--- src/hdl/sup_pkg.sv ---
// shared types and constants for the 5-to-6 scanline upscaler
package sup_pkg;

  // palette geometry
  localparam int unsigned PAL_ENTRIES = 64;
  localparam int unsigned PAL_AW      = 6;
  localparam int unsigned COLOR_W     = 16;
  localparam int unsigned OUT_COL_W   = 9;

  // position of a source pixel within its group of five
  localparam logic [2:0] PH_A = 3'd0;
  localparam logic [2:0] PH_B = 3'd1;
  localparam logic [2:0] PH_C = 3'd2;
  localparam logic [2:0] PH_D = 3'd3;
  localparam logic [2:0] PH_E = 3'd4;

  // input item actions
  localparam logic ACT_LOAD  = 1'b0;
  localparam logic ACT_PIXEL = 1'b1;

  typedef struct packed {
    logic       action;
    logic [7:0] index;
    logic [7:0] red;
    logic [7:0] green;
    logic [7:0] blue;
  } in_item_t;

  typedef struct packed {
    logic [COLOR_W-1:0]   pixel_color;
    logic [OUT_COL_W-1:0] out_column;
    logic                 row_done;
    logic                 last;
  } out_item_t;

endpackage

--- src/hdl/sup_ram.sv ---
// generic single-write, single-read ram with registered read data
module sup_ram #(
  parameter int unsigned WIDTH = 16,
  parameter int unsigned DEPTH = 64
) (
  input  logic                     clk,
  input  logic                     wr_en,
  input  logic [$clog2(DEPTH)-1:0] wr_addr,
  input  logic [WIDTH-1:0]         wr_data,
  input  logic                     rd_en,
  input  logic [$clog2(DEPTH)-1:0] rd_addr,
  output logic [WIDTH-1:0]         rd_data
);

  logic [WIDTH-1:0] mem [DEPTH];

  // write port and registered read port
  always_ff @(posedge clk) begin
    if (wr_en) begin
      mem[wr_addr] <= wr_data;
    end
    if (rd_en) begin
      rd_data <= mem[rd_addr];
    end
  end

endmodule

--- src/hdl/sup_blend.sv ---
// per-channel floored blend of the previous and current source colors
module sup_blend (
  input  logic [sup_pkg::COLOR_W-1:0] prev_color,
  input  logic [sup_pkg::COLOR_W-1:0] cur_color,
  input  logic [2:0]                  phase,
  input  logic                        in_group,
  output logic [sup_pkg::COLOR_W-1:0] first_color,
  output logic                        two
);
  import sup_pkg::*;

  // weighted average of one channel, weights picked by group position
  function automatic logic [5:0] mix(input logic [5:0] x, input logic [5:0] y,
                                     input logic [2:0] ph);
    logic [7:0] xe;
    logic [7:0] ye;
    logic [7:0] s;
    xe = {2'b00, x};
    ye = {2'b00, y};
    case (ph) inside
      PH_B:       s = (xe + (ye << 1) + ye) >> 2;
      PH_C, PH_D: s = (xe + ye) >> 1;
      PH_E:       s = ((xe << 1) + xe + ye) >> 2;
      default:    s = ye;
    endcase
    return s[5:0];
  endfunction

  logic [2:0] ph_eff;
  logic [5:0] r_mix;
  logic [5:0] g_mix;
  logic [5:0] b_mix;

  // trailing pixels past the last full group are copied
  assign ph_eff = in_group ? phase : PH_A;

  assign r_mix = mix({1'b0, prev_color[15:11]}, {1'b0, cur_color[15:11]}, ph_eff);
  assign g_mix = mix(prev_color[10:5], cur_color[10:5], ph_eff);
  assign b_mix = mix({1'b0, prev_color[4:0]}, {1'b0, cur_color[4:0]}, ph_eff);

  assign first_color = {r_mix[4:0], g_mix, b_mix[4:0]};
  assign two         = (ph_eff == PH_E);

endmodule

--- src/hdl/scanline_upscale_5_to_6_top.sv ---
// top level of the 5-to-6 horizontal upscaler with rgb565 palette
//
// Load items write one palette entry (converted to rgb565) and give no result;
// one load is taken per cycle while src_stall is low. Pixel items go through
// a two-register pipeline: the palette ram read (registered) and then the
// blend into the output register. A pixel is taken in every cycle while the
// receiver does not stall, except that the fifth pixel of each full group of
// five gives two results, and the single result port hands them out one after
// the other; until the second is taken the read stage cannot advance. The
// palette resets to black through per-entry valid flags, so no clearing pass
// is needed.
module scanline_upscale_5_to_6_top #(
  parameter int unsigned ROW_PIXELS = 256
) (
  input  logic               clk,
  input  logic               rst,
  input  logic               src_valid,
  output logic               src_stall,
  input  sup_pkg::in_item_t  src_item,
  output logic               dst_valid,
  input  logic               dst_stall,
  output sup_pkg::out_item_t dst_item
);
  import sup_pkg::*;

  localparam int unsigned COL_W    = $clog2(ROW_PIXELS);
  localparam int unsigned FULL_END = (ROW_PIXELS / 5) * 5;
  localparam logic [COL_W-1:0] LAST_COL = COL_W'(ROW_PIXELS - 1);
  localparam logic [COL_W:0]   FULL_END_C = (COL_W + 1)'(FULL_END);

  // input side stream position
  logic [COL_W-1:0]     col;
  logic [2:0]           phase;
  logic [OUT_COL_W-1:0] dest;
  logic [PAL_ENTRIES-1:0] entry_ok;

  // palette read stage
  logic                 s1_valid;
  logic                 s1_hit;
  logic [2:0]           s1_phase;
  logic                 s1_in_group;
  logic [OUT_COL_W-1:0] s1_dest;
  logic                 s1_row_end;

  // output register
  logic                 o_valid;
  logic                 o_two;
  logic                 o_second;
  logic [COLOR_W-1:0]   o_first;
  logic [COLOR_W-1:0]   o_color;
  logic [OUT_COL_W-1:0] o_dest;
  logic                 o_row_end;

  logic [COLOR_W-1:0] held_color;
  logic [COLOR_W-1:0] ram_data;
  logic [COLOR_W-1:0] cur_color;
  logic [COLOR_W-1:0] first_color;
  logic               two;

  logic src_acc;
  logic pix_acc;
  logic load_acc;
  logic dst_acc;
  logic o_done;
  logic s1_adv;
  logic row_end;
  logic [PAL_AW-1:0]  addr;
  logic [COLOR_W-1:0] load_color;

  // handshake
  assign src_acc  = src_valid && !src_stall;
  assign pix_acc  = src_acc && (src_item.action == ACT_PIXEL);
  assign load_acc = src_acc && (src_item.action == ACT_LOAD);
  assign dst_acc  = o_valid && !dst_stall;
  assign o_done   = dst_acc && (!o_two || o_second);
  assign s1_adv   = s1_valid && (!o_valid || o_done);
  assign src_stall = s1_valid && !s1_adv;

  assign addr       = src_item.index[PAL_AW-1:0];
  assign load_color = {src_item.red[7:3], src_item.green[7:2], src_item.blue[7:3]};
  assign row_end    = (col == LAST_COL);

  sup_ram #(
    .WIDTH (16),
    .DEPTH (64)
  ) u_palette (
    .clk     (clk),
    .wr_en   (load_acc),
    .wr_addr (addr),
    .wr_data (load_color),
    .rd_en   (pix_acc),
    .rd_addr (addr),
    .rd_data (ram_data)
  );

  // unwritten entries and double-aliased indices read as black
  assign cur_color = s1_hit ? ram_data : '0;

  sup_blend u_blend (
    .prev_color  (held_color),
    .cur_color   (cur_color),
    .phase       (s1_phase),
    .in_group    (s1_in_group),
    .first_color (first_color),
    .two         (two)
  );

  // palette valid flags and stream position
  always_ff @(posedge clk) begin
    if (rst) begin
      entry_ok <= '0;
      col      <= '0;
      phase    <= PH_A;
      dest     <= '0;
    end else begin
      if (load_acc) begin
        entry_ok[addr] <= 1'b1;
      end
      if (pix_acc) begin
        if (row_end) begin
          col   <= '0;
          phase <= PH_A;
          dest  <= '0;
        end else begin
          col   <= col + 1'b1;
          phase <= (phase == PH_E) ? PH_A : phase + 3'd1;
          dest  <= dest + ((phase == PH_E) ? 9'd2 : 9'd1);
        end
      end
    end
  end

  // read stage
  always_ff @(posedge clk) begin
    if (rst) begin
      s1_valid <= 1'b0;
    end else begin
      s1_valid <= pix_acc || (s1_valid && !s1_adv);
    end
    if (pix_acc) begin
      s1_hit      <= !(src_item.index[7] && src_item.index[6]) && entry_ok[addr];
      s1_phase    <= phase;
      s1_in_group <= ({1'b0, col} < FULL_END_C);
      s1_dest     <= dest;
      s1_row_end  <= row_end;
    end
  end

  // blend into the output register, second result follows the first
  always_ff @(posedge clk) begin
    if (rst) begin
      o_valid    <= 1'b0;
      o_second   <= 1'b0;
      held_color <= '0;
    end else begin
      if (s1_adv) begin
        o_valid    <= 1'b1;
        o_second   <= 1'b0;
        held_color <= cur_color;
      end else if (o_done) begin
        o_valid  <= 1'b0;
        o_second <= 1'b0;
      end else if (dst_acc) begin
        o_second <= 1'b1;
      end
    end
    if (s1_adv) begin
      o_first   <= first_color;
      o_color   <= cur_color;
      o_two     <= two;
      o_dest    <= s1_dest;
      o_row_end <= s1_row_end;
    end
  end

  // result fields
  always_comb begin
    dst_item.pixel_color = o_second ? o_color : o_first;
    dst_item.out_column  = o_second ? o_dest + 9'd1 : o_dest;
    dst_item.row_done    = o_row_end && (!o_two || o_second);
    dst_item.last        = !o_two || o_second;
  end
  assign dst_valid = o_valid;

endmodule

--- config.mk ---
export PLATFORM = sky130hd
export DESIGN_NAME = scanline_upscale_5_to_6_top
export DESIGN_NICKNAME = d
export VERILOG_FILES = /design/src/hdl/sup_pkg.sv /design/src/hdl/sup_ram.sv /design/src/hdl/sup_blend.sv /design/src/hdl/scanline_upscale_5_to_6_top.sv
export SDC_FILE = /design/constraint.sdc
export NUM_CORES = 1
export LEC_CHECK = 0
export ABC_AREA = 1
export BUFFER_PORTS_ARGS = -buffer_cell sky130_fd_sc_hd__buf_2
export CAP_MARGIN = 10
export CORE_UTILIZATION = 25
export CTS_CLUSTER_DIAMETER = 120
export DETAILED_ROUTE_END_ITERATION = 6
export SLEW_MARGIN = 20
export SYNTH_ARGS = -nofsm -noshare
export SYNTH_HDL_FRONTEND = slang
export SYNTH_HIERARCHICAL = 1
export SYNTH_SLANG_ARGS = --single-unit
--- constraint.sdc ---
create_clock -name clk -period 4.01 [get_ports clk]
set_clock_uncertainty 0.1 [all_clocks]
set_input_delay 0.802 -clock clk [delete_from_list [all_inputs] [get_ports clk]]
set_output_delay 0.802 -clock clk [all_outputs]
set_load 0.005 [all_outputs]
### Word level (Yosys, flattened, before mapping)

Memories as Yosys holds them, arrays and structs flattened. A register that Yosys moved wholly into a read port is not among the register bits.
Index checks and enable logic that the tools add are counted.

| storage, ports and cells | value |
|---|---|
| register bits | 161 |
| RAM bits | 1,024 |
| input port bits | 37 |
| output and inout port bits | 29 |
| word-level logic and storage cells | 98 |
| memories kept | 1 |

Memories:

| name | depth | width | rd ports | clocked after memory_dff | write ports | line | RTL |
|---|---|---|---|---|---|---|---|
| u_palette.mem | 64 | 16 | 1 | 1 | 1 | sup_ram.sv:15 | `logic [WIDTH-1:0] mem [DEPTH];` |

| operators by class | value |
|---|---|
| add/sub/neg operators | 19 |
| magnitude comparators | 3 |
| equal/unequal tests | 6 |
| muxes and demuxes | 26 |
| bitwise logic cells | 2 |
| reductions and logical operators | 23 |

Operator list:

| kind | number |
|---|---|
| 64-bit OR | 1 |
| 16-bit 2-to-1 mux | 2 |
| 5-bit 2-to-1 mux | 6 |
| 7-bit by 5-bit adder with 7-bit output | 4 |
| 6-bit 2-to-1 mux | 3 |
| 9-bit 2-to-1 mux | 2 |
| 8-bit by 6-bit adder with 8-bit output | 2 |
| 5-bit by 6-bit adder with 7-bit output | 2 |
| 6-bit by 5-bit adder with 7-bit output | 2 |
| 5-bit by 5-bit adder with 6-bit output | 2 |
| 1-bit logical AND | 11 |
| 9-bit by 1-bit adder with 9-bit output, second input constant | 1 |
| 9-bit by 2-bit adder with 9-bit output | 1 |
| 3-bit 2-to-1 mux | 3 |
| 6-bit by 7-bit adder with 8-bit output | 1 |
| 7-bit by 6-bit adder with 8-bit output | 1 |
| 8-bit by 1-bit adder with 8-bit output, second input constant | 1 |
| 8-bit == test, second input constant | 1 |
| 8-bit < comparator, second input constant | 1 |
| 8-bit 2-to-1 mux | 1 |
| 6-bit by 6-bit adder with 7-bit output | 1 |
| 6-bit by 7-bit < comparator with 1-bit output, second input constant | 1 |
| 1-bit binary-select mux with 6-bit select | 1 |
| 1-bit demux with 6-bit select | 1 |
| 13 further kinds | 27 |

### Logic depth before layout (Yosys ltp)

| logic depth | value |
|---|---|
| word-level depth | 12 |
| gate-level depth with buffers | 16 |
| mapped depth without buffers | 15 |

### Modules after synthesis

Netlist, hierarchy kept.

Modules (own cells, without submodules):

| module | times used | cells each | area an instance (µm²) | sequential area each (µm²) |
|---|---|---|---|---|
| sup_ram | 1 | 3,517 | 42,259.3 | 31,230.0 |
| scanline_upscale_5_to_6_top | 1 | 813 | 6,872.8 | 3,803.6 |
| sup_blend | 1 | 400 | 2,692.6 | 0.0 |

### Least setup slack after synthesis

Ideal clock, no wire load.

| path | value |
|---|---|
| path kind | input port to flip-flop |
| from | input port dst_stall |
| to | memory u_palette.mem[48][0], enable pin |
| setup time | 0.431 ns |
| data arrival time | 3.436 ns |
| data required time | 3.479 ns |
| setup slack | 0.043 ns |
| stages on the path | 8 |
| buffers on the path | 1 |
| path through | inv_1 > a21oi_2 > nand2_4 > nand3_4 > inv_1 > clkbuf_1 > nand4_1 > nor4_1 |

| on the way | value |
|---|---|
| cells in the longest elaborated chain, start to end | 12 |

RTL lines:

| item | line | RTL |
|---|---|---|
| start, declared | scanline_upscale_5_to_6_top.sv:21 | `input logic dst_stall,` |
| 1-bit zero test | scanline_upscale_5_to_6_top.sv:74 | `assign dst_acc = o_valid && !dst_stall;` |
| 1-bit logical AND | scanline_upscale_5_to_6_top.sv:74 |  |
| 1-bit logical AND | scanline_upscale_5_to_6_top.sv:75 | `assign o_done = dst_acc && (!o_two \|\| o_second);` |
| 1-bit logical OR | scanline_upscale_5_to_6_top.sv:76 | `assign s1_adv = s1_valid && (!o_valid \|\| o_done);` |
| 1-bit logical AND | scanline_upscale_5_to_6_top.sv:76 |  |
| 1-bit zero test | scanline_upscale_5_to_6_top.sv:77 | `assign src_stall = s1_valid && !s1_adv;` |
| 1-bit logical AND | scanline_upscale_5_to_6_top.sv:77 |  |
| 1-bit zero test | scanline_upscale_5_to_6_top.sv:71 | `assign src_acc = src_valid && !src_stall;` |
| 1-bit logical AND | scanline_upscale_5_to_6_top.sv:71 |  |
| 1-bit logical AND | scanline_upscale_5_to_6_top.sv:73 | `assign load_acc = src_acc && (src_item.action == ACT_LOAD);` |
| via load_acc | scanline_upscale_5_to_6_top.sv:62 | `logic load_acc;` |
| 1-bit 2-to-1 mux | sup_ram.sv:19 | `if (wr_en) begin` |
| 1-bit 2-to-1 mux (not written as such) | sup_ram.sv:20 | `mem[wr_addr] <= wr_data;` |
| end, declared | sup_ram.sv:15 |  |

The timed path passes the listed nets, and every way through them passes these cells.

### Worst setup path after layout

| path | value |
|---|---|
| from | register o_second |
| to | memory u_palette.mem[2][9], enable pin |

| on the way | value |
|---|---|
| cells in the longest elaborated chain, start to end | 11 |

RTL lines:

| item | line | RTL |
|---|---|---|
| start, declared | scanline_upscale_5_to_6_top.sv:48 | `logic o_second;` |
| start signal, assigned | scanline_upscale_5_to_6_top.sv:153 | `o_second <= 1'b0;` |
| start signal, assigned | scanline_upscale_5_to_6_top.sv:158 | `o_second <= 1'b0;` |
| start signal, assigned | scanline_upscale_5_to_6_top.sv:162 | `o_second <= 1'b0;` |
| 1-bit logical OR | scanline_upscale_5_to_6_top.sv:75 |  |
| 1-bit logical AND | scanline_upscale_5_to_6_top.sv:75 |  |
| 1-bit logical OR | scanline_upscale_5_to_6_top.sv:76 |  |
| 1-bit logical AND | scanline_upscale_5_to_6_top.sv:76 |  |
| 1-bit zero test | scanline_upscale_5_to_6_top.sv:77 |  |
| 1-bit logical AND | scanline_upscale_5_to_6_top.sv:77 |  |
| 1-bit zero test | scanline_upscale_5_to_6_top.sv:71 |  |
| 1-bit logical AND | scanline_upscale_5_to_6_top.sv:71 |  |
| 1-bit logical AND | scanline_upscale_5_to_6_top.sv:73 |  |
| via load_acc | scanline_upscale_5_to_6_top.sv:62 |  |
| 1-bit 2-to-1 mux | sup_ram.sv:19 |  |
| 1-bit 2-to-1 mux (not written as such) | sup_ram.sv:20 |  |

The timed path passes the listed nets, and every way through them passes these cells.

==> impl_metrics.yaml <==
outcome:
  status: "finished clean"
finish:
  area_growth_pct: 14.3
  num-nets-final: 4914
  layout_commonest_cell: "nand2_1"
  final_cell_mix: "nand2_1 (1655), edfxtp_1 (1098), nand3_1 (943)"
  drive_gt1_share_pct: 8.86
  fillers: 20971
  antennaDiodeCount: 0
cts:
  clkSinkCount: 1201
  clk_latency_ns: 0.74
  cts_resized: 0
  cts_tree: "built"
  cts_root_buf: "clkbuf_16"
  cts_made_buffers: 114
  clk_pin_slew_ns: 0.06
  cts_htree_levels: 3
  hold_buffers: 0
  clockBufferDepth: 3
  post_cts_buffers: 0
power_and_ir_drop:
  max-vdd-ir-drop_v: 0.000381
  intPower_mw: 20.5
  powerDensity_nw_per_um2: 449
  switching_share_pct: 23.1
  cellLeakagePower_nw: 21.6
  seqPwrFrac_pct: 51.8
  switchingPower_mw: 6.16
  clkPwrFrac_pct: 41.1
  pwr-share-comb_pct: 7.0
  power_mw: 26.6
placement:
  routabilityCongestion: 0.821
  pre_cts_ws_ns: 0.484
  dp_hpwl_mm: 76.8
  port_buffers: 57
yosys:
  seq_area_frac_synth_pct: 67.6
  synth.avg_cell_area_um2: 11.0
  synth_edf_count: 1098
  ys_ff_latch: 1201
  yosysUniqueCellTypes: 44
  synth_area_um2: 51800
  synthArstFlopShare_pct: 0
  synthCells: 4730
  synthesis.nets: 4848
  synthFlopType: "edfxtp_1"
  yosys_warnings: 6
routing:
  dr.pass1.iters: 5
  drt_iter0_markers: 3355
  viasPerCell: 4.59
  avgRoutedWirePerCell_um: 17.5
  drc: 0
  postRouteAntennaNets: 0
  finalWirelength_mm: 133
  via_count: 34839
hold_path:
  min_to: "o_second"
  hold_start: "dst_stall"
  holdPathStages: 4
  hp-class: "input port to flip-flop"
grt:
  track_usage_pct: 12.3
  antenna_found_initial: 2
  grt_pass1_vias: 32849
  grt_pass1_wl_mm: 200
  grt.overflow.total: 0
  grt_max_degree: 112
critical_path:
  r2r-end: "u_palette/mem[2][9]"
  required_ns: 4.33
  r2r-start: "o_second"
  arrival_ns: 3.53
  reg2reg_depth: 9
  worstSetupPathType: "flip-flop to flip-flop"
  end_kind: "flip-flop"
  rrSetupSlack_ns: 0.79
  worstPathMaxFanout: 19
  startpoint_type: "flip-flop"
timing:
  relSlewSlack_pct: 29.6
  worstMarginPinSlew_ns: 1.06
  fmax_mhz: 311
  min_period_ns: 3.22
  hold_viol: 0
  worst_slack_ns: 0.792
  setup_tns_ns: 0
  finalMaxSlewViolations: 0
  rsz0062_at_grt: "false"
  finalSetupViolations: 0
  period_share_pct: 80.2
floorplan:
  start_util_pct: 25.3
  die_area_um2: 209000
  die_height_um: 457
  num_rows: 166
  fp.dieW_um: 457
  core-area_um2: 205000
  ios: 66
flow_run:
  cap_violations: 0
## synthesized netlist by cell type, types with 4 or more instances
| library cell | count | share of area [%] |
|---|---|---|
| nor2_1 | 115 | 0.83 |
| nand2_1 | 1655 | 12 |
| xor2_1 | 18 | 0.30 |
| a21oi_1 | 133 | 1.3 |
| nor2_2 | 5 | 0.060 |
| fa_1 | 36 | 1.4 |
| ha_1 | 45 | 1.1 |
| nand3_1 | 943 | 9.1 |
| inv_2 | 5 | 0.036 |
| xnor2_1 | 7 | 0.12 |
| buf_2 | 127 | 1.2 |
| buf_1 | 21 | 0.15 |
| buf_4 | 20 | 0.29 |
| edfxtp_1 | 1098 | 64 |
| dfxtp_1 | 103 | 4.0 |
| nor3_1 | 4 | 0.039 |
| nor4_1 | 8 | 0.097 |
| buf_6 | 50 | 1.1 |
| o211ai_1 | 8 | 0.12 |
| nand4_1 | 18 | 0.22 |
| o21ai_1 | 16 | 0.15 |
| clkbuf_1 | 43 | 0.31 |
| nor3_4 | 8 | 0.25 |
| o21ai_0 | 32 | 0.31 |
| inv_1 | 170 | 1.2 |
| nand3b_1 | 5 | 0.072 |
| nor3_2 | 11 | 0.21 |
## flip-flops by register name (all words and copies together), names as in the netlist
name,flops
u_palette/mem,1024
entry_ok,64
held_color,16
o_color,16
o_first,16
u_palette/rd_data,16
dest,9
o_dest,9
s1_dest,9
col,8
phase,3
s1_phase,3
dst_valid,1
o_row_end,1
o_second,1
o_two,1
s1_hit,1
s1_in_group,1
s1_row_end,1
s1_valid,1
## cells by family after synthesis
kind of cell	synth area share [%]
DFF	67.6
adders and majority gates	2.48
buffers and inverters	4.38
xor gates and xnor gates	0.423
and+or+nand+nor	23.1
AOI/OAI and AO/OA	2.04
## worst max path at each step
| stage | endpoint | cells past startpoint | slack (ns) | from |
|---|---|---|---|---|
| after floorplan | u_palette/mem[48][0] | 8 | 0.04 | dst_stall |
| after global placement | u_palette/mem[2][7] | 9 | 0.55 | dst_stall |
| final | u_palette/mem[2][9] | 9 | 0.79 | o_second |
| after CTS | o_first[14] | 15 | 0.81 | s1_hit |
| after global routing | o_first[14] | 15 | 0.53 | s1_hit |
| after detailed placement | u_palette/mem[2][8] | 9 | 0.48 | dst_stall |
## area by class of cell
| type | instances | area [µm²] | share of cell area [%] |
|---|---|---|---|
| flip-flops and latches | 1201 | 35000 | 59.2 |
| well taps | 2688 | 3360 | 5.68 |
| multi-input cells | 3091 | 14600 | 24.6 |
| inverters | 176 | 687 | 1.16 |
| clock inverters | 73 | 709 | 1.20 |
| clock buffers | 143 | 3060 | 5.17 |
| repair buffers | 212 | 1790 | 3.01 |
## power by group through the flow
stage | Sequential, mW | Combinational (mW) | Clock (mW)
after floorplan | 14.1 | 1.17 | 0
after global placement | 14.1 | 1.84 | 0
after detailed placement | 14.1 | 1.87 | 0
after CTS | 13.8 | 1.88 | 11.1
after global routing | 13.8 | 2.07 | 11.6
final | 13.8 | 1.87 | 10.9
## per-layer routing
| layer | part of all wire [%] | routed length, µm | global-route usage (%) |
|---|---|---|---|
| met1 | 44 | 58100 | 16.7 |
| met2 | 47 | 62500 | 20.0 |
| met3 | 6.3 | 8400 | 2.05 |
| met4 | 2.7 | 3530 | 3.66 |
| met5 | 0 | 0 | 0 |
## critical path: stages, from the launching register on
cell and delay [ns]:
dfxtp_1 0.34, inv_2 0.15, nand2_2 0.13, a21oi_2 0.10
nand2_4 0.11, nand3_4 0.24, inv_1 0.51, nand4_1 0.52
nor2_1 0.38, buf_4 0.30
## stage by stage
| step | util, % | area (µm²) | hold WS (ns) | std cells |
|---|---|---|---|---|
| after floorplan | - | 51800 | 0.300 | 4730 |
| after global placement | 27.0 | 55400 | 0.301 | 7368 |
| after detailed placement | 27.0 | 55400 | 0.305 | 7368 |
| after CTS | 28.9 | 59200 | 0.258 | 7584 |
| after global routing | 28.9 | 59200 | 0.294 | 7584 |
| final | 28.9 | 59200 | 0.308 | 7584 |
(Power assumes the default switching activity.)
